File: src/dsac_pkg.sv
// shared types, constants and register codes for the dual sensor average and classify block
`default_nettype none

package dsac_pkg;

    // field widths fixed by the item format
    localparam int SAMPLE_FIELD_BITS = 12;
    localparam int LEVEL_BITS        = 12;
    localparam int CODE_BITS         = 2;
    localparam int CFG_INDEX_BITS    = 3;

    // defaults for the top level parameters
    localparam int WINDOW_LEN_DEF  = 5;
    localparam int SAMPLE_BITS_DEF = 12;

    // threshold levels after reset
    localparam logic [LEVEL_BITS-1:0] MOIST_DRY_RESET    = 12'd1500;
    localparam logic [LEVEL_BITS-1:0] MOIST_WET_RESET    = 12'd3000;
    localparam logic [LEVEL_BITS-1:0] LIGHT_DARK_RESET   = 12'd1000;
    localparam logic [LEVEL_BITS-1:0] LIGHT_BRIGHT_RESET = 12'd3000;

    // configuration register indexes
    localparam logic [CFG_INDEX_BITS-1:0] CFG_MOIST_DRY    = 3'd0;
    localparam logic [CFG_INDEX_BITS-1:0] CFG_MOIST_WET    = 3'd1;
    localparam logic [CFG_INDEX_BITS-1:0] CFG_LIGHT_DARK   = 3'd2;
    localparam logic [CFG_INDEX_BITS-1:0] CFG_LIGHT_BRIGHT = 3'd3;

    typedef enum logic [CODE_BITS-1:0] {
        BAND_LOW  = 2'd0,
        BAND_MID  = 2'd1,
        BAND_HIGH = 2'd2
    } t_band;

    typedef enum logic [CODE_BITS-1:0] {
        PLANT_HAPPY    = 2'd0,
        PLANT_STRESSED = 2'd1,
        PLANT_ALERT    = 2'd2,
        PLANT_NEUTRAL  = 2'd3
    } t_plant;

    typedef enum logic [CODE_BITS-1:0] {
        PAT_HAPPY   = 2'd0,
        PAT_RELAXED = 2'd1,
        PAT_NEUTRAL = 2'd2,
        PAT_ALERT   = 2'd3
    } t_pattern;

    typedef struct packed {
        logic [SAMPLE_FIELD_BITS-1:0] moisture_sample;
        logic [SAMPLE_FIELD_BITS-1:0] light_sample;
    } t_in_item;

    typedef struct packed {
        logic [LEVEL_BITS-1:0] moisture_average;
        logic [LEVEL_BITS-1:0] light_average;
        logic [CODE_BITS-1:0]  moisture_band;
        logic [CODE_BITS-1:0]  light_band;
        logic [CODE_BITS-1:0]  plant_state;
        logic [CODE_BITS-1:0]  pattern_code;
    } t_out_item;

    typedef struct packed {
        logic [LEVEL_BITS-1:0] low;
        logic [LEVEL_BITS-1:0] high;
    } t_levels;

    // stage loads handed to each lane
    typedef struct packed {
        logic accept;
        logic load_mul;
        logic load_band;
    } t_lane_ctrl;

endpackage

`default_nettype wire

File: src/dsac_lane.sv
// one sensor lane: sample window, running sum, divide by window length, band compare
`default_nettype none

module dsac_lane #(
    parameter int WINDOW_LEN  = dsac_pkg::WINDOW_LEN_DEF,
    parameter int SAMPLE_BITS = dsac_pkg::SAMPLE_BITS_DEF
) (
    input  wire logic                                   i_clk,
    input  wire logic                                   i_rst_n,
    input  wire dsac_pkg::t_lane_ctrl                   i_ctrl,
    input  wire logic [$clog2(WINDOW_LEN)-1:0]          i_wpos,
    input  wire logic [dsac_pkg::SAMPLE_FIELD_BITS-1:0] i_sample,
    input  wire dsac_pkg::t_levels                      i_levels,
    output logic [dsac_pkg::LEVEL_BITS-1:0]             o_average,
    output dsac_pkg::t_band                             o_band
);
    import dsac_pkg::*;

    // sum fits sample bits plus log2 of the window
    localparam int SUM_W   = SAMPLE_BITS + $clog2(WINDOW_LEN);
    localparam int SHIFT   = SUM_W + $clog2(WINDOW_LEN);
    localparam int RECIP_W = SUM_W + 1;
    localparam int PROD_W  = SUM_W + RECIP_W;
    localparam int CMP_W   = (SAMPLE_BITS > LEVEL_BITS) ? SAMPLE_BITS : LEVEL_BITS;
    // rounded-up reciprocal, exact quotient for every sum below 2**SUM_W
    localparam longint unsigned RECIP =
        ((64'd1 << SHIFT) + 64'(WINDOW_LEN) - 64'd1) / 64'(WINDOW_LEN);
    localparam logic [RECIP_W-1:0] RECIP_V = RECIP[RECIP_W-1:0];

    logic [SAMPLE_BITS-1:0] r_window [WINDOW_LEN];
    logic [SUM_W-1:0]       r_sum;
    logic [SUM_W-1:0]       n_sum;
    logic [SAMPLE_BITS-1:0] w_sample;
    logic [PROD_W-1:0]      r_prod;
    logic [SAMPLE_BITS-1:0] w_quot;
    logic [CMP_W-1:0]       w_quot_x;
    logic [LEVEL_BITS-1:0]  r_avg;
    t_band                  r_band;
    t_band                  n_band;

    assign w_sample = SAMPLE_BITS'(i_sample);
    // replace the oldest entry in the sum
    assign n_sum    = r_sum - SUM_W'(r_window[i_wpos]) + SUM_W'(w_sample);

    always_ff @(posedge i_clk) begin
        if (!i_rst_n) begin
            for (int k = 0; k < WINDOW_LEN; k++) begin
                r_window[k] <= '0;
            end
            r_sum <= '0;
        end else if (i_ctrl.accept) begin
            r_window[i_wpos] <= w_sample;
            r_sum            <= n_sum;
        end
    end

    always_ff @(posedge i_clk) begin
        if (i_ctrl.load_mul) begin
            r_prod <= PROD_W'(r_sum) * PROD_W'(RECIP_V);
        end
    end

    assign w_quot   = r_prod[SHIFT +: SAMPLE_BITS];
    assign w_quot_x = CMP_W'(w_quot);

    // low threshold checked first
    always_comb begin
        if (w_quot_x < CMP_W'(i_levels.low)) begin
            n_band = BAND_LOW;
        end else if (w_quot_x > CMP_W'(i_levels.high)) begin
            n_band = BAND_HIGH;
        end else begin
            n_band = BAND_MID;
        end
    end

    always_ff @(posedge i_clk) begin
        if (i_ctrl.load_band) begin
            r_avg  <= w_quot_x[LEVEL_BITS-1:0];
            r_band <= n_band;
        end
    end

    assign o_average = r_avg;
    assign o_band    = r_band;

endmodule

`default_nettype wire

File: src/dsac_merge.sv
// merge stage: plant state and pattern from both bands, output register
`default_nettype none

module dsac_merge (
    input  wire logic                          i_clk,
    input  wire logic                          i_load,
    input  wire logic [dsac_pkg::LEVEL_BITS-1:0] i_m_average,
    input  wire logic [dsac_pkg::LEVEL_BITS-1:0] i_l_average,
    input  wire dsac_pkg::t_band               i_m_band,
    input  wire dsac_pkg::t_band               i_l_band,
    output dsac_pkg::t_out_item                o_item
);
    import dsac_pkg::*;

    t_plant    w_state;
    t_pattern  w_pattern;
    t_out_item r_item;

    always_comb begin
        if (i_m_band == BAND_MID && i_l_band != BAND_LOW) begin
            w_state = PLANT_HAPPY;
        end else if (i_m_band == BAND_LOW || i_l_band == BAND_LOW) begin
            w_state = PLANT_STRESSED;
        end else if (i_m_band == BAND_HIGH) begin
            w_state = PLANT_ALERT;
        end else begin
            w_state = PLANT_NEUTRAL;
        end
    end

    always_comb begin
        case (w_state)
            PLANT_HAPPY:    w_pattern = PAT_HAPPY;
            PLANT_STRESSED,
            PLANT_ALERT:    w_pattern = PAT_ALERT;
            default: begin
                w_pattern = (i_m_band == BAND_MID) ? PAT_RELAXED : PAT_NEUTRAL;
            end
        endcase
    end

    always_ff @(posedge i_clk) begin
        if (i_load) begin
            r_item.moisture_average <= i_m_average;
            r_item.light_average    <= i_l_average;
            r_item.moisture_band    <= i_m_band;
            r_item.light_band       <= i_l_band;
            r_item.plant_state      <= w_state;
            r_item.pattern_code     <= w_pattern;
        end
    end

    assign o_item = r_item;

endmodule

`default_nettype wire

File: src/dual_sensor_average_and_classify.sv
// throughput: one item per cycle; each stage moves on when the one after it is empty or moving
// stages: running-sum window update, reciprocal multiply, band compare, classify and output reg
// reset (sync, active low) clears both windows, running sums, write position and stage valids,
// and loads the four threshold levels with their defaults; no clearing pass is needed
`default_nettype none

module dual_sensor_average_and_classify #(
    parameter int WINDOW_LEN  = dsac_pkg::WINDOW_LEN_DEF,
    parameter int SAMPLE_BITS = dsac_pkg::SAMPLE_BITS_DEF
) (
    input  wire logic                                i_clk,
    input  wire logic                                i_rst_n,
    // input item channel
    input  wire logic                                i_in_valid,
    output logic                                     o_in_stall,
    input  wire dsac_pkg::t_in_item                  i_in_item,
    // result item channel
    output logic                                     o_out_valid,
    input  wire logic                                i_out_stall,
    output dsac_pkg::t_out_item                      o_out_item,
    // configuration writes
    input  wire logic                                i_cfg_valid,
    output logic                                     o_cfg_ready,
    input  wire logic [dsac_pkg::CFG_INDEX_BITS-1:0] i_cfg_index,
    input  wire logic [dsac_pkg::LEVEL_BITS-1:0]     i_cfg_data
);
    import dsac_pkg::*;

    localparam int WPOS_W = $clog2(WINDOW_LEN);
    localparam logic [WPOS_W-1:0] WPOS_LAST = WPOS_W'(WINDOW_LEN - 1);

    // threshold registers, one pair per lane
    t_levels r_moist_levels;
    t_levels r_light_levels;

    // shared write position for both windows
    logic [WPOS_W-1:0] r_wpos;

    // stage valid bits: sum, product, band, output
    logic r_v1;
    logic r_v2;
    logic r_v3;
    logic r_v4;

    // a stage may load when it is empty or its item moves on this cycle
    logic w_rdy1;
    logic w_rdy2;
    logic w_rdy3;
    logic w_rdy4;
    logic w_accept;

    t_lane_ctrl w_lane_ctrl;

    logic [LEVEL_BITS-1:0] w_m_average;
    logic [LEVEL_BITS-1:0] w_l_average;
    t_band                 w_m_band;
    t_band                 w_l_band;

    assign w_rdy4   = !r_v4 || !i_out_stall;
    assign w_rdy3   = !r_v3 || w_rdy4;
    assign w_rdy2   = !r_v2 || w_rdy3;
    assign w_rdy1   = !r_v1 || w_rdy2;
    assign w_accept = i_in_valid && w_rdy1;

    assign o_in_stall  = !w_rdy1;
    assign o_out_valid = r_v4;
    // the user must change levels only between items; the block does not enforce it, so writes are always taken
    assign o_cfg_ready = 1'b1;

    assign w_lane_ctrl.accept    = w_accept;
    assign w_lane_ctrl.load_mul  = w_rdy2 && r_v1;
    assign w_lane_ctrl.load_band = w_rdy3 && r_v2;

    // valid pipeline
    always_ff @(posedge i_clk) begin
        if (!i_rst_n) begin
            r_v1 <= 1'b0;
            r_v2 <= 1'b0;
            r_v3 <= 1'b0;
            r_v4 <= 1'b0;
        end else begin
            if (w_rdy1) begin
                r_v1 <= i_in_valid;
            end
            if (w_rdy2) begin
                r_v2 <= r_v1;
            end
            if (w_rdy3) begin
                r_v3 <= r_v2;
            end
            if (w_rdy4) begin
                r_v4 <= r_v3;
            end
        end
    end

    // write position wraps after the last window entry
    always_ff @(posedge i_clk) begin
        if (!i_rst_n) begin
            r_wpos <= '0;
        end else if (w_accept) begin
            r_wpos <= (r_wpos == WPOS_LAST) ? '0 : r_wpos + WPOS_W'(1);
        end
    end

    // configuration writes, unknown indexes ignored
    always_ff @(posedge i_clk) begin
        if (!i_rst_n) begin
            r_moist_levels.low  <= MOIST_DRY_RESET;
            r_moist_levels.high <= MOIST_WET_RESET;
            r_light_levels.low  <= LIGHT_DARK_RESET;
            r_light_levels.high <= LIGHT_BRIGHT_RESET;
        end else if (i_cfg_valid && o_cfg_ready) begin
            case (i_cfg_index)
                CFG_MOIST_DRY:    r_moist_levels.low  <= i_cfg_data;
                CFG_MOIST_WET:    r_moist_levels.high <= i_cfg_data;
                CFG_LIGHT_DARK:   r_light_levels.low  <= i_cfg_data;
                CFG_LIGHT_BRIGHT: r_light_levels.high <= i_cfg_data;
                default: begin
                end
            endcase
        end
    end

    // moisture lane
    dsac_lane #(
        .WINDOW_LEN  (WINDOW_LEN),
        .SAMPLE_BITS (SAMPLE_BITS)
    ) u_moist_lane (
        .i_clk     (i_clk),
        .i_rst_n   (i_rst_n),
        .i_ctrl    (w_lane_ctrl),
        .i_wpos    (r_wpos),
        .i_sample  (i_in_item.moisture_sample),
        .i_levels  (r_moist_levels),
        .o_average (w_m_average),
        .o_band    (w_m_band)
    );

    // light lane
    dsac_lane #(
        .WINDOW_LEN  (WINDOW_LEN),
        .SAMPLE_BITS (SAMPLE_BITS)
    ) u_light_lane (
        .i_clk     (i_clk),
        .i_rst_n   (i_rst_n),
        .i_ctrl    (w_lane_ctrl),
        .i_wpos    (r_wpos),
        .i_sample  (i_in_item.light_sample),
        .i_levels  (r_light_levels),
        .o_average (w_l_average),
        .o_band    (w_l_band)
    );

    // combine both bands into the result item
    dsac_merge u_merge (
        .i_clk       (i_clk),
        .i_load      (w_rdy4 && r_v3),
        .i_m_average (w_m_average),
        .i_l_average (w_l_average),
        .i_m_band    (w_m_band),
        .i_l_band    (w_l_band),
        .o_item      (o_out_item)
    );

    // an accepted item always lands in the sum stage
    a_accept_fills_s1: assert property (@(posedge i_clk) disable iff (!i_rst_n)
        i_in_valid && !o_in_stall |=> r_v1)
        else $error("accepted item lost before sum stage");

    // write position stays inside the window
    a_wpos_range: assert property (@(posedge i_clk) disable iff (!i_rst_n)
        r_wpos <= WPOS_LAST)
        else $error("write position beyond window");

    // a blocked band stage keeps its item
    a_band_hold: assert property (@(posedge i_clk) disable iff (!i_rst_n)
        r_v3 && !w_rdy3 |=> r_v3)
        else $error("band stage item dropped while blocked");

    // nothing is offered right after reset
    a_reset_quiet: assert property (@(posedge i_clk)
        !i_rst_n |=> !o_out_valid)
        else $error("result offered after reset");

endmodule

`default_nettype wire

File: config.mk
export PLATFORM = sky130hd
export DESIGN_NAME = dual_sensor_average_and_classify
export DESIGN_NICKNAME = d
export VERILOG_FILES = /design/src/dsac_pkg.sv /design/src/dsac_lane.sv /design/src/dsac_merge.sv /design/src/dual_sensor_average_and_classify.sv
export SDC_FILE = /design/constraint.sdc
export NUM_CORES = 1
export LEC_CHECK = 0
export BUFFER_PORTS_ARGS = -buffer_cell sky130_fd_sc_hd__clkbuf_2
export CORE_UTILIZATION = 50
export DETAILED_ROUTE_END_ITERATION = 10
export PLACE_DENSITY = 0.64
export SYNTH_ARGS = -nofsm -noshare
export SYNTH_HDL_FRONTEND = slang
export SYNTH_SLANG_ARGS = --single-unit
File: constraint.sdc
create_clock -name i_clk -period 7.75 [get_ports i_clk]
set_input_delay 0.775 -clock i_clk [delete_from_list [all_inputs] [get_ports i_clk]]
set_output_delay 0.775 -clock i_clk [all_outputs]
set_load 0.02 [all_outputs]
Word-level counts from Yosys, hierarchy flattened
Memories as Yosys holds them, arrays and structs flattened. A register that Yosys moved wholly into a read port is not among the register bits.
Index checks and enable logic that the tools add are counted.

word-level totals
  output and inout bits = 35
  memories kept = 2
  latch bits = 0
  bits in writable memories = 120
  ROM bits = 0
  register bits = 205
  logic and storage cells = 94
  bits of input ports = 44

memories
  name                   depth  bits a word  rd ports  clocked after memory_dff  write ports  line             RTL
  u_light_lane.r_window  5      12           1         1                         5            dsac_lane.sv:30  logic [SAMPLE_BITS-1:0] r_window [WINDOW_LEN];
  u_moist_lane.r_window  5      12           1         1                         5            dsac_lane.sv:30

operators by class
  bitwise gates (word level) = 0
  $add $sub $neg = 5
  multipliers = 2
  shift operators = 0
  mux-type cells = 22
  equality and inequality tests = 8
  reductions and logical operators = 28
  divide/modulo/power cells = 0
  magnitude comparators = 4

operator list
  operator                                              count
  multiplier 15 x 16 -> 30 bit (second input constant)  2
  adder 15 x 12 -> 15 bit                               2
  subtractor 15 x 12 -> 15 bit                          2
  > comparator 12 bit                                   2
  < comparator 12 bit                                   2
  2-to-1 mux 12 bit                                     2
  OR reduction 12 bit                                   2
  2-to-1 mux 3 bit                                      7
  2-to-1 mux 2 bit                                      5
  AND reduction 2 bit                                   4
  2-to-1 mux 1 bit                                      7
  equality test 3 x 2 -> 1 bit (second input constant)  2
  logical NOT 1 bit                                     6
  logical NOT 2 bit                                     3
  logical AND 1 bit                                     5
  logical OR 1 bit                                      5
  equality test 2 x 1 -> 1 bit (second input constant)  2
  equality test 2 bit (second input constant)           2
  one-hot mux 2 bit (2 select lines)                    1
  adder 3 x 1 -> 3 bit (second input constant)          1
  equality test 3 x 1 -> 1 bit (second input constant)  1
  equality test 3 bit (second input constant)           1
  logical NOT 3 bit                                     1
  nonzero test 2 bit                                    1
  OR reduction 2 bit                                    1

Longest topological paths before layout
Gate-level depths: netlist of the first run.

  depth in word-level cells = 11
  mapped depth = 23
  mapped depth without buffers = 23

By module
Synthesis of the first run repeated with hierarchy kept, for this count alone.

unflattened totals
  cell total of the unflattened synthesis = 2190
  area, all modules = 24393.4 um^2

modules (own cells, without submodules)
  module                            sequential area each (um^2)  cells each  area an instance (um^2)  instances
  dsac_lane (u_light_lane)          3963.8                       954         10689.0                  1
  dsac_lane (u_moist_lane)          3963.8                       942         10567.6                  1
  dual_sensor_average_and_classify  1101.1                       254         2118.3                   1
  dsac_merge                        960.9                        40          1018.5                   1

Worst setup path before layout of the first run
OpenSTA, ideal clock, no wires.

  path type = reg2reg
  from = register u_moist_lane.r_sum[7]
  to = register u_moist_lane.r_prod[23], data pin
  data arrival time = 5.142 ns
  data required time = 7.492 ns
  slack = 2.350 ns
  cell stages (with the launch flop) = 19
  period minus slack after synthesis = 5.400 ns
  path buffers = 0
  setup time = 0.258 ns
  cells stage by stage = dfxtp_1 inv_1 ha_1 fa_1 inv_1 fa_1 fa_1 fa_1 fa_1 ha_1 a21o_1 a21oi_2 nand2b_1 a211o_1 o21ba_4 a311o_2 a21oi_2 o21ba_1 xnor2_1

between the ends
  cells in the longest elaborated chain, start to end = 1

RTL lines
  item                          line             RTL
  from (decl)                   dsac_lane.sv:31  logic [SUM_W-1:0] r_sum;
  from (signal assigned)        dsac_lane.sv:53  r_sum <= n_sum;
  multiplier 15 x 16 -> 30 bit  dsac_lane.sv:59  r_prod <= PROD_W'(r_sum) * PROD_W'(RECIP_V);
  to (signal assigned)          dsac_lane.sv:59
  to (decl)                     dsac_lane.sv:34  logic [PROD_W-1:0] r_prod;

No other way between the ends.
A chain may end at the register's enable or synchronous reset.

Worst setup path after layout of the first run
  from = register u_light_lane.r_sum[13]
  to = register u_light_lane.r_prod[29], data pin

between the ends
  cells in the longest elaborated chain, start to end = 1

RTL lines
  item                          line
  from (decl)                   dsac_lane.sv:31
  from (signal assigned)        dsac_lane.sv:53
  multiplier 15 x 16 -> 30 bit  dsac_lane.sv:59
  to (signal assigned)          dsac_lane.sv:59
  to (decl)                     dsac_lane.sv:34

No other way between the ends.

==> results of run 1 <==
==> layout by cell type (no fill, tap or decap), types with 42 or more instances in the layout <==
master / netlist / layout
sky130_fd_sc_hd__inv_1: 321 / 321
sky130_fd_sc_hd__ha_1: 299 / 299
sky130_fd_sc_hd__a21o_1: 42 / 42
sky130_fd_sc_hd__clkbuf_2: 0 / 77
sky130_fd_sc_hd__nand2_1: 125 / 124
sky130_fd_sc_hd__o21ai_0: 45 / 44
sky130_fd_sc_hd__edfxtp_1: 276 / 276
sky130_fd_sc_hd__mux4_2: 48 / 48
sky130_fd_sc_hd__fa_1: 133 / 133
sky130_fd_sc_hd__dfxtp_1: 88 / 85
sky130_fd_sc_hd__nor4_1: 68 / 67
sky130_fd_sc_hd__a21oi_1: 45 / 45
sky130_fd_sc_hd__and2_1: 57 / 57
==> per-stage QoR <==
step | area (um2) | utilization [%]
2_1_floorplan | 23700 | -
3_3_place_gp | 24800 | 53.2
3_5_place_dp | 24800 | 53.2
4_1_cts | 26200 | 56.1
5_1_grt | 26200 | 56.1
6_report | 26200 | 56.1
==> worst min-delay path by stage <==
stage,to,slack [ns],cells past startpoint
finish,u_merge.o_item[27],0.42,0
global route,u_light_lane.r_window[7][5],0.42,1
CTS,u_light_lane.r_window[5][1],0.41,1
detailed placement,u_merge.o_item[23],0.40,0
global placement,u_merge.o_item[27],0.40,0
floorplan,u_merge.o_item[10],0.40,0
==> cell families after synthesis <==
logic type               after synthesis
AO/OA/AOI/OAI                        254
flip-flops                           364
adder cells (fa/ha/maj)              432
buffers and inverters                390
AND/OR/NAND/NOR                      411
XOR/XNOR                              67
other                                  1
multiplexers                          72
==> routing by layer <==
metal  vias to the layer above  global-route usage (%)
met5                         -                       0
met4                         0                    5.61
met3                        75                    2.73
met2                       331                    37.5
met1                      7223                    29.7
li1                       7113                       -
==> worst max-delay path, cell delays in order (launching register included) <==
cell and delay, ns:
sky130_fd_sc_hd__dfxtp_1 0.40, sky130_fd_sc_hd__inv_1 0.09, sky130_fd_sc_hd__ha_1 0.30, sky130_fd_sc_hd__inv_1 0.09, sky130_fd_sc_hd__fa_1 0.52, sky130_fd_sc_hd__inv_1 0.08, sky130_fd_sc_hd__fa_1 0.48, sky130_fd_sc_hd__inv_1 0.04
sky130_fd_sc_hd__ha_1 0.29, sky130_fd_sc_hd__a21o_1 0.20, sky130_fd_sc_hd__fa_1 0.51, sky130_fd_sc_hd__inv_1 0.05, sky130_fd_sc_hd__fa_1 0.47, sky130_fd_sc_hd__inv_1 0.04, sky130_fd_sc_hd__ha_1 0.31, sky130_fd_sc_hd__nand3_1 0.09
sky130_fd_sc_hd__nor2_1 0.16, sky130_fd_sc_hd__o211ai_1 0.12, sky130_fd_sc_hd__a21oi_1 0.28, sky130_fd_sc_hd__o2111ai_2 0.18, sky130_fd_sc_hd__a211oi_1 0.32, sky130_fd_sc_hd__nor2_1 0.11, sky130_fd_sc_hd__a211o_1 0.28, sky130_fd_sc_hd__xnor2_1 0.12
==> final cells by class <==
cell class | count | area share [%]
sequential | 364 | 38.4
inverter | 321 | 4.61
clock inverter | 19 | 1.00
timing repair buffer | 96 | 2.02
multi-input combinational | 1237 | 46.9
tap | 607 | 2.90
clock buffer | 50 | 4.13
==> registers in the layout, summed over array words and instances, names as in the netlist, 15 cells and up, named ones only <==
register	cells
r_moist_levels	24
u_merge.o_item	32
u_moist_lane.r_sum	15
r_light_levels	24
u_light_lane.r_window	96
u_light_lane.r_sum	15
u_moist_lane.r_window	96
==> insert_results.sql, run 1 <==
INSERT INTO impl_metrics (metric_group, metric, value, unit) VALUES
('critical_path', 'path_class', 'reg -> reg', ''),
('final_layout', 'post_layout_nonfiller_instances', '2694', ''),
('synth', 'yosys-mux-area-fraction', '5.70', '%'),
('sta', 'rsz0062_at_grt', 'false', ''),
('clocking', 'cts.root.buffer_cell', 'sky130_fd_sc_hd__clkbuf_16', ''),
('synth', 'netlist.area_leader.share', '34.9', '%'),
('drt', 'post-route-drc-count', '18', ''),
('place', 'place_inst', '2625', ''),
('sta', 'timing_max_transition_violations_final', '0', ''),
('final_layout', 'share_of_layout_cells_above_drive_strength_1', '12.4', '%'),
('critical_path', 'setup.worst_path.end', 'u_light_lane.r_prod[29]', ''),
('die', 'dieHeight', '220', 'um'),
('synth', 'asyncSetResetFlopFracSynth', '0', '%'),
('drt', 'met3_wl', '2.12', 'mm'),
('critical_path', 'worstSetupStartpoint', 'u_light_lane.r_sum[13]', ''),
('worst_hold_path', 'min-delay-path-class', 'reg -> reg', ''),
('synth', 'synth_enable_flop_cells', '276', ''),
('place', 'port-buffer-count', '77', ''),
('synth', 'synth_largest_area_cell', 'sky130_fd_sc_hd__edfxtp_1', ''),
('clocking', 'cts-resized-gates', '0', ''),
('grt', 'global_route.usage.total', '22.0', '%'),
('critical_path', 'worst_setup_path_end_kind', 'flip-flop', ''),
('synth', 'synthesis.area', '23700', 'um2'),
('die', 'die_width', '220', 'um'),
('sta', 'finalWorstSetupSlack', '1.99', 'ns'),
('die', 'number_of_rows_in_the_core_area', '79', ''),
('synth', 'synth_simple_gate_area_share', '8.83', '%'),
('final_layout', 'antennaDiodeCount', '0', ''),
('sta', 'setup_tns', '0', 'ns'),
('critical_path', 'critical_path_peak_fanout', '5', ''),
('critical_path', 'critical_path_arrival', '6.07', 'ns'),
('job', 'maxCapViolations', '0', ''),
('critical_path', 'timing.critical_path.required', '8.05', 'ns'),
('outcome', 'violations_in_the_final_reports', 'DRC', ''),
('sta', 'post-route-period-util', '74.3', '%'),
('synth', 'synth-warning-count', '0', ''),
('clocking', 'cts_buffers', '40', ''),
('sta', 'max_freq', '174', 'MHz'),
('synth', 'syn_nets', '2467', ''),
('sta', 'setup_viol', '0', ''),
('synth', 'synth_cell_types', '62', ''),
('place', 'preCtsSetupSlack', '2.01', 'ns'),
('grt', 'via_count_of_the_first_global_routing_pass', '15300', ''),
('sta', 'clock-skew-final', '0.0307', 'ns'),
('sta', 'worst-slew-pin-transition', '1.17', 'ns'),
('worst_hold_path', 'hold_path.startpoint', 'u_moist_lane.o_average[7]', ''),
('final_layout', 'layout-area-overhead-vs-synth', '10.3', '%'),
('sta', 'maxSlewHeadroom', '21.7', '%'),
('place', 'hpwl', '37.0', 'mm'),
('drt', 'total_length_of_routed_met2_wires', '24.7', 'mm'),
('drt', 'detailroute.via_count', '14700', ''),
('sta', 'final-hold-violation-count', '0', ''),
('grt', 'grt_start_max_net_pins', '93', ''),
('clocking', 'cts_tree', 'done', ''),
('drt', 'drt_wl_total', '50.9', 'mm'),
('drt', 'dr.first_iter.drc_count', '1031', ''),
('final_layout', 'final-seq-area', '10100', 'um2'),
('final_layout', 'nNetsFinal', '2536', ''),
('clocking', 'max-clock-path-buffers', '3', ''),
('critical_path', 'r2r_setup_slack', '1.99', 'ns'),
('grt', 'initial_antenna_violation_count', '0', ''),
('synth', 'yosys_register_bits', '364', ''),
('drt', 'detail_route.vias_per_cell', '5.47', ''),
('grt', 'grt_first_pass_wirelength', '82.2', 'mm'),
('outcome', 'status', 'finished with violations', ''),
('synth', 'yosysMostFrequentCell', 'sky130_fd_sc_hd__inv_1', ''),
('drt', 'drt_first_pass_iters', '8', ''),
('final_layout', 'multi_input_comb_area', '12300', 'um2'),
('clocking', 'cts.htree.levels', '2', ''),
('drt', 'route.detailed.wl_per_inst', '18.9', 'um'),
('die', 'core_area', '46700', 'um2');
Power of run 1 is left out: the tool's default activity adds up to more than one toggle a clock period on the data nets, which glitch-free logic cannot reach.
==> run 2, diff against run 1 <==
--- a/config.mk
+++ b/config.mk
@@ -5,10 +5,11 @@
 export SDC_FILE = /design/constraint.sdc
 export NUM_CORES = 1
 export LEC_CHECK = 0
+export ABC_AREA = 1
 export BUFFER_PORTS_ARGS = -buffer_cell sky130_fd_sc_hd__clkbuf_2
 export CORE_UTILIZATION = 50
 export DETAILED_ROUTE_END_ITERATION = 10
-export PLACE_DENSITY = 0.64
+export PLACE_DENSITY = 0.67
 export SYNTH_ARGS = -nofsm -noshare
 export SYNTH_HDL_FRONTEND = slang
 export SYNTH_SLANG_ARGS = --single-unit
==> constraint.sdc (replaced) <==
create_clock -name i_clk -period 4.9 [get_ports i_clk]
set_input_delay 0.49 -clock i_clk [delete_from_list [all_inputs] [get_ports i_clk]]
set_output_delay 0.49 -clock i_clk [all_outputs]
set_load 0.02 [all_outputs]
==> run 2 against run 1 <==
  * The run now ends clean
  * Fmax grew 22%
  * Via count grew 31%
  * Synthesized cell count grew 43%
  * Global-route usage grew 2.9 points
  * Critical endpoint is now u_moist_lane.r_prod[24]
==> insert_results.sql, run 2 <==
INSERT INTO impl_metrics (metric_group, metric, value, unit) VALUES
('clocking', 'clk_pin_slew', '0.06', 'ns'),
('clocking', 'cts_buffers', '41', ''),
('grt', 'grt_start_max_net_pins', '49', ''),
('synth', 'netlist.area_leader.share', '32.7', '%'),
('synth', 'synth_cell_types', '37', ''),
('sta', 'hold-worst-slack', '0.149', 'ns'),
('final_layout', 'commonest_non_fill_non_tap_cells_in_the_layout', '519 x sky130_fd_sc_hd__inv_1, 423 x sky130_fd_sc_hd__nand2_1, 406 x sky130_fd_sc_hd__nor2_1', ''),
('clocking', 'cts_hold_buffers', '0', ''),
('synth', 'synth_largest_area_cell', 'sky130_fd_sc_hd__edfxtp_1', ''),
('sta', 'post-route-period-util', '96.7', '%'),
('sta', 'rsz0062_at_grt', 'true', ''),
('critical_path', 'rr_worst_depth', '19', ''),
('worst_hold_path', 'min-delay-path-class', 'in -> reg', ''),
('final_layout', 'antennaDiodeCount', '0', ''),
('final_layout', 'finalInstanceArea', '28300', 'um2'),
('clocking', 'cts.root.buffer_cell', 'sky130_fd_sc_hd__clkbuf_16', ''),
('grt', 'initial_antenna_violation_count', '0', ''),
('worst_hold_path', 'holdPathEnd', 'u_moist_lane.r_window[7][6]', ''),
('drt', 'drt_wl_total', '62.2', 'mm'),
('clocking', 'clk-insertion-delay-late', '0.57', 'ns'),
('critical_path', 'r2r_setup_slack', '0.16', 'ns'),
('grt', 'via_count_of_the_first_global_routing_pass', '19500', ''),
('place', 'port-buffer-count', '77', ''),
('final_layout', 'number_of_filler_instances_in_the_final_layout', '4579', ''),
('drt', 'post-route-drc-count', '0', ''),
('synth', 'yosysMostFrequentCell', 'sky130_fd_sc_hd__inv_1', ''),
('sta', 'setup_viol', '0', ''),
('drt', 'drtAntennaViolNets', '0', ''),
('sta', 'final_critical_period', '4.74', 'ns'),
('synth', 'yosys_register_bits', '364', ''),
('worst_hold_path', 'hold_path.startpoint', 'i_in_item[18]', ''),
('critical_path', 'critical_path_arrival', '5.04', 'ns'),
('critical_path', 'r2r-start', 'u_moist_lane.r_sum[4]', ''),
('synth', 'asyncSetResetFlopFracSynth', '0', '%'),
('synth', 'synthesis.area', '25400', 'um2'),
('drt', 'detail_route.vias_per_cell', '5.27', ''),
('sta', 'worst-slew-pin-transition', '1.24', 'ns'),
('final_layout', 'layout_commonest_cell', 'sky130_fd_sc_hd__inv_1', ''),
('drt', 'dr.max_layer_used', 'met4', ''),
('grt', 'grt.overflow.total', '0', ''),
('critical_path', 'critPathLaunchType', 'flip-flop', ''),
('synth', 'ys.flop_type', 'sky130_fd_sc_hd__edfxtp_1', ''),
('critical_path', 'reg2reg_to', 'u_moist_lane.r_prod[24]', ''),
('critical_path', 'path_class', 'reg -> reg', ''),
('place', 'hpwl', '47.3', 'mm'),
('job', 'maxCapViolations', '0', ''),
('die', 'floorplan.die_area', '51600', 'um2'),
('sta', 'maxSlewHeadroom', '17.0', '%'),
('drt', 'total_length_of_routed_met2_wires', '30.4', 'mm'),
('synth', 'synth-warning-count', '0', ''),
('drt', 'met3_wl', '3.15', 'mm'),
('critical_path', 'worst_setup_path_end_kind', 'flip-flop', ''),
('drt', 'detailroute.via_count', '19300', ''),
('die', 'number_of_rows_in_the_core_area', '82', ''),
('final_layout', 'share_of_layout_cells_above_drive_strength_1', '9.17', '%'),
('synth', 'synth_enable_flop_cells', '276', ''),
('clocking', 'clkSinkCount', '364', ''),
('die', 'num_io_pins', '79', ''),
('place', 'post_dp_cell_area', '26800', 'um2'),
('clocking', 'cts_tree', 'done', ''),
('die', 'floorplan.initialDensity', '50.6', '%'),
('worst_hold_path', 'hold_path_depth', '1', ''),
('clocking', 'cts.htree.levels', '2', ''),
('sta', 'timing_max_transition_violations_final', '0', ''),
('critical_path', 'critical_path_peak_fanout', '4', ''),
('drt', 'route.detailed.wl_per_inst', '17.0', 'um'),
('synth', 'synthTopCellsByCount', '521 x sky130_fd_sc_hd__inv_1, 430 x sky130_fd_sc_hd__nand2_1, 419 x sky130_fd_sc_hd__nor2_1', ''),
('final_layout', 'multi_input_comb_area', '13300', 'um2'),
('drt', 'drt_first_pass_iters', '5', ''),
('die', 'core_area', '50100', 'um2'),
('grt', 'grt_first_pass_wirelength', '101', 'mm'),
('sta', 'final-hold-violation-count', '0', ''),
('critical_path', 'timing.critical_path.required', '5.20', 'ns'),
('synth', 'dominant_cells_by_area_after_synthesis', 'sky130_fd_sc_hd__edfxtp_1 33%, sky130_fd_sc_hd__ha_1 15%, sky130_fd_sc_hd__fa_1 11%', ''),
('die', 'die_width', '227', 'um'),
('sta', 'max_freq', '211', 'MHz'),
('final_layout', 'layout-area-overhead-vs-synth', '11.7', '%'),
('final_layout', 'nNetsFinal', '3430', ''),
('sta', 'clock-skew-final', '0.0251', 'ns'),
('grt', 'global_route.usage.total', '24.9', '%'),
('synth', 'avgSynthCellArea', '8.92', 'um2'),
('synth', 'synthesis.instances', '2842', ''),
('drt', 'wl_met1', '27.4', 'mm'),
('synth', 'syn_nets', '3318', ''),
('clocking', 'max-clock-path-buffers', '3', ''),
('final_layout', 'final-seq-area', '10100', 'um2'),
('drt', 'dr.first_iter.drc_count', '1362', ''),
('die', 'dieHeight', '227', 'um'),
('outcome', 'status', 'completed', ''),
('synth', 'synth-seq-area-share', '39.6', '%'),
('place', 'gp_congestion', '0.929', '');
-- run 2: cells by family after synthesis --
kind of cell	share of synthesized area, %
AOI/OAI and AO/OA	9.07
adders and majority gates	25.3
other	0.0148
DFF	39.6
and+or+nand+nor	16.0
xor gates and xnor gates	1.07
buffers and inverters	8.91
-- run 2: area by class of cell --
class	count	area share, %
Clock inverter	24	0.649
Timing Repair Buffer	137	3.00
Multi-Input combinational cell	1886	47.1
Sequential cell	364	35.5
Clock buffer	52	3.84
Tap cell	672	2.97
Inverter	524	6.95
-- run 2: critical path, stage by stage (launching register included) --
cell                      delay [ns]
sky130_fd_sc_hd__dfxtp_2        0.36
sky130_fd_sc_hd__inv_1          0.08
sky130_fd_sc_hd__ha_1           0.33
sky130_fd_sc_hd__fa_1           0.52
sky130_fd_sc_hd__inv_2          0.06
sky130_fd_sc_hd__fa_1           0.50
sky130_fd_sc_hd__fa_1           0.47
sky130_fd_sc_hd__fa_1           0.43
sky130_fd_sc_hd__fa_1           0.52
sky130_fd_sc_hd__ha_2           0.30
sky130_fd_sc_hd__a21oi_2        0.18
sky130_fd_sc_hd__inv_1          0.08
sky130_fd_sc_hd__nand2_1        0.09
sky130_fd_sc_hd__nand2_1        0.06
sky130_fd_sc_hd__nand2_1        0.08
sky130_fd_sc_hd__nand3_1        0.07
sky130_fd_sc_hd__nor2_1         0.15
sky130_fd_sc_hd__nand2_1        0.08
sky130_fd_sc_hd__nand2_1        0.06
sky130_fd_sc_hd__nand2_1        0.05
-- run 2: per-layer routing --
| metal | vias up | global-route usage [%] |
|---|---|---|
| met5 | - | 0 |
| met4 | 0 | 6.11 |
| met3 | 95 | 3.16 |
| met2 | 470 | 43.2 |
| met1 | 9217 | 32.8 |
| li1 | 9493 | - |
-- run 2: through the flow --
| stage | util, % | setup WS (ns) | std cells | setup TNS, ns |
|---|---|---|---|---|
| floorplan | - | 0.244 | 2842 | 0 |
| global placement | 53.5 | 0.0408 | 3582 | 0 |
| detailed placement | 53.5 | 0.0256 | 3582 | 0 |
| CTS | 56.0 | 0.00676 | 3658 | 0 |
| global route | 56.6 | -0.0564 | 3659 | -0.172 |
| finish | 56.6 | 0.164 | 3659 | 0 |
-- run 2: worst max-delay path by stage --
stage / slack [ns] / endpoint / cells past startpoint / start
final: 0.16 / u_moist_lane.r_prod[24] / 19 / u_moist_lane.r_sum[4]
after global routing: -0.06 / u_moist_lane.r_prod[28] / 20 / u_moist_lane.r_sum[1]
after CTS: 0.007 / u_moist_lane.r_prod[24] / 20 / u_moist_lane.r_sum[13]
after detailed placement: 0.03 / u_light_lane.r_prod[27] / 21 / u_light_lane.r_sum[13]
after global placement: 0.04 / u_moist_lane.r_prod[28] / 19 / u_moist_lane.r_sum[13]
after floorplan: 0.24 / u_light_lane.r_prod[27] / 21 / u_light_lane.r_sum[13]
-- run 2: timing repair --
| action | in CTS | in global routing |
|---|---|---|
| gates resized for setup | 0 | 66 |
| endpoints found under the setup margin | 0 | 24 |
| endpoints found under the hold margin | 0 | 0 |
| buffers inserted | 0 | 1 |
Power of run 2 is left out for the same reason.
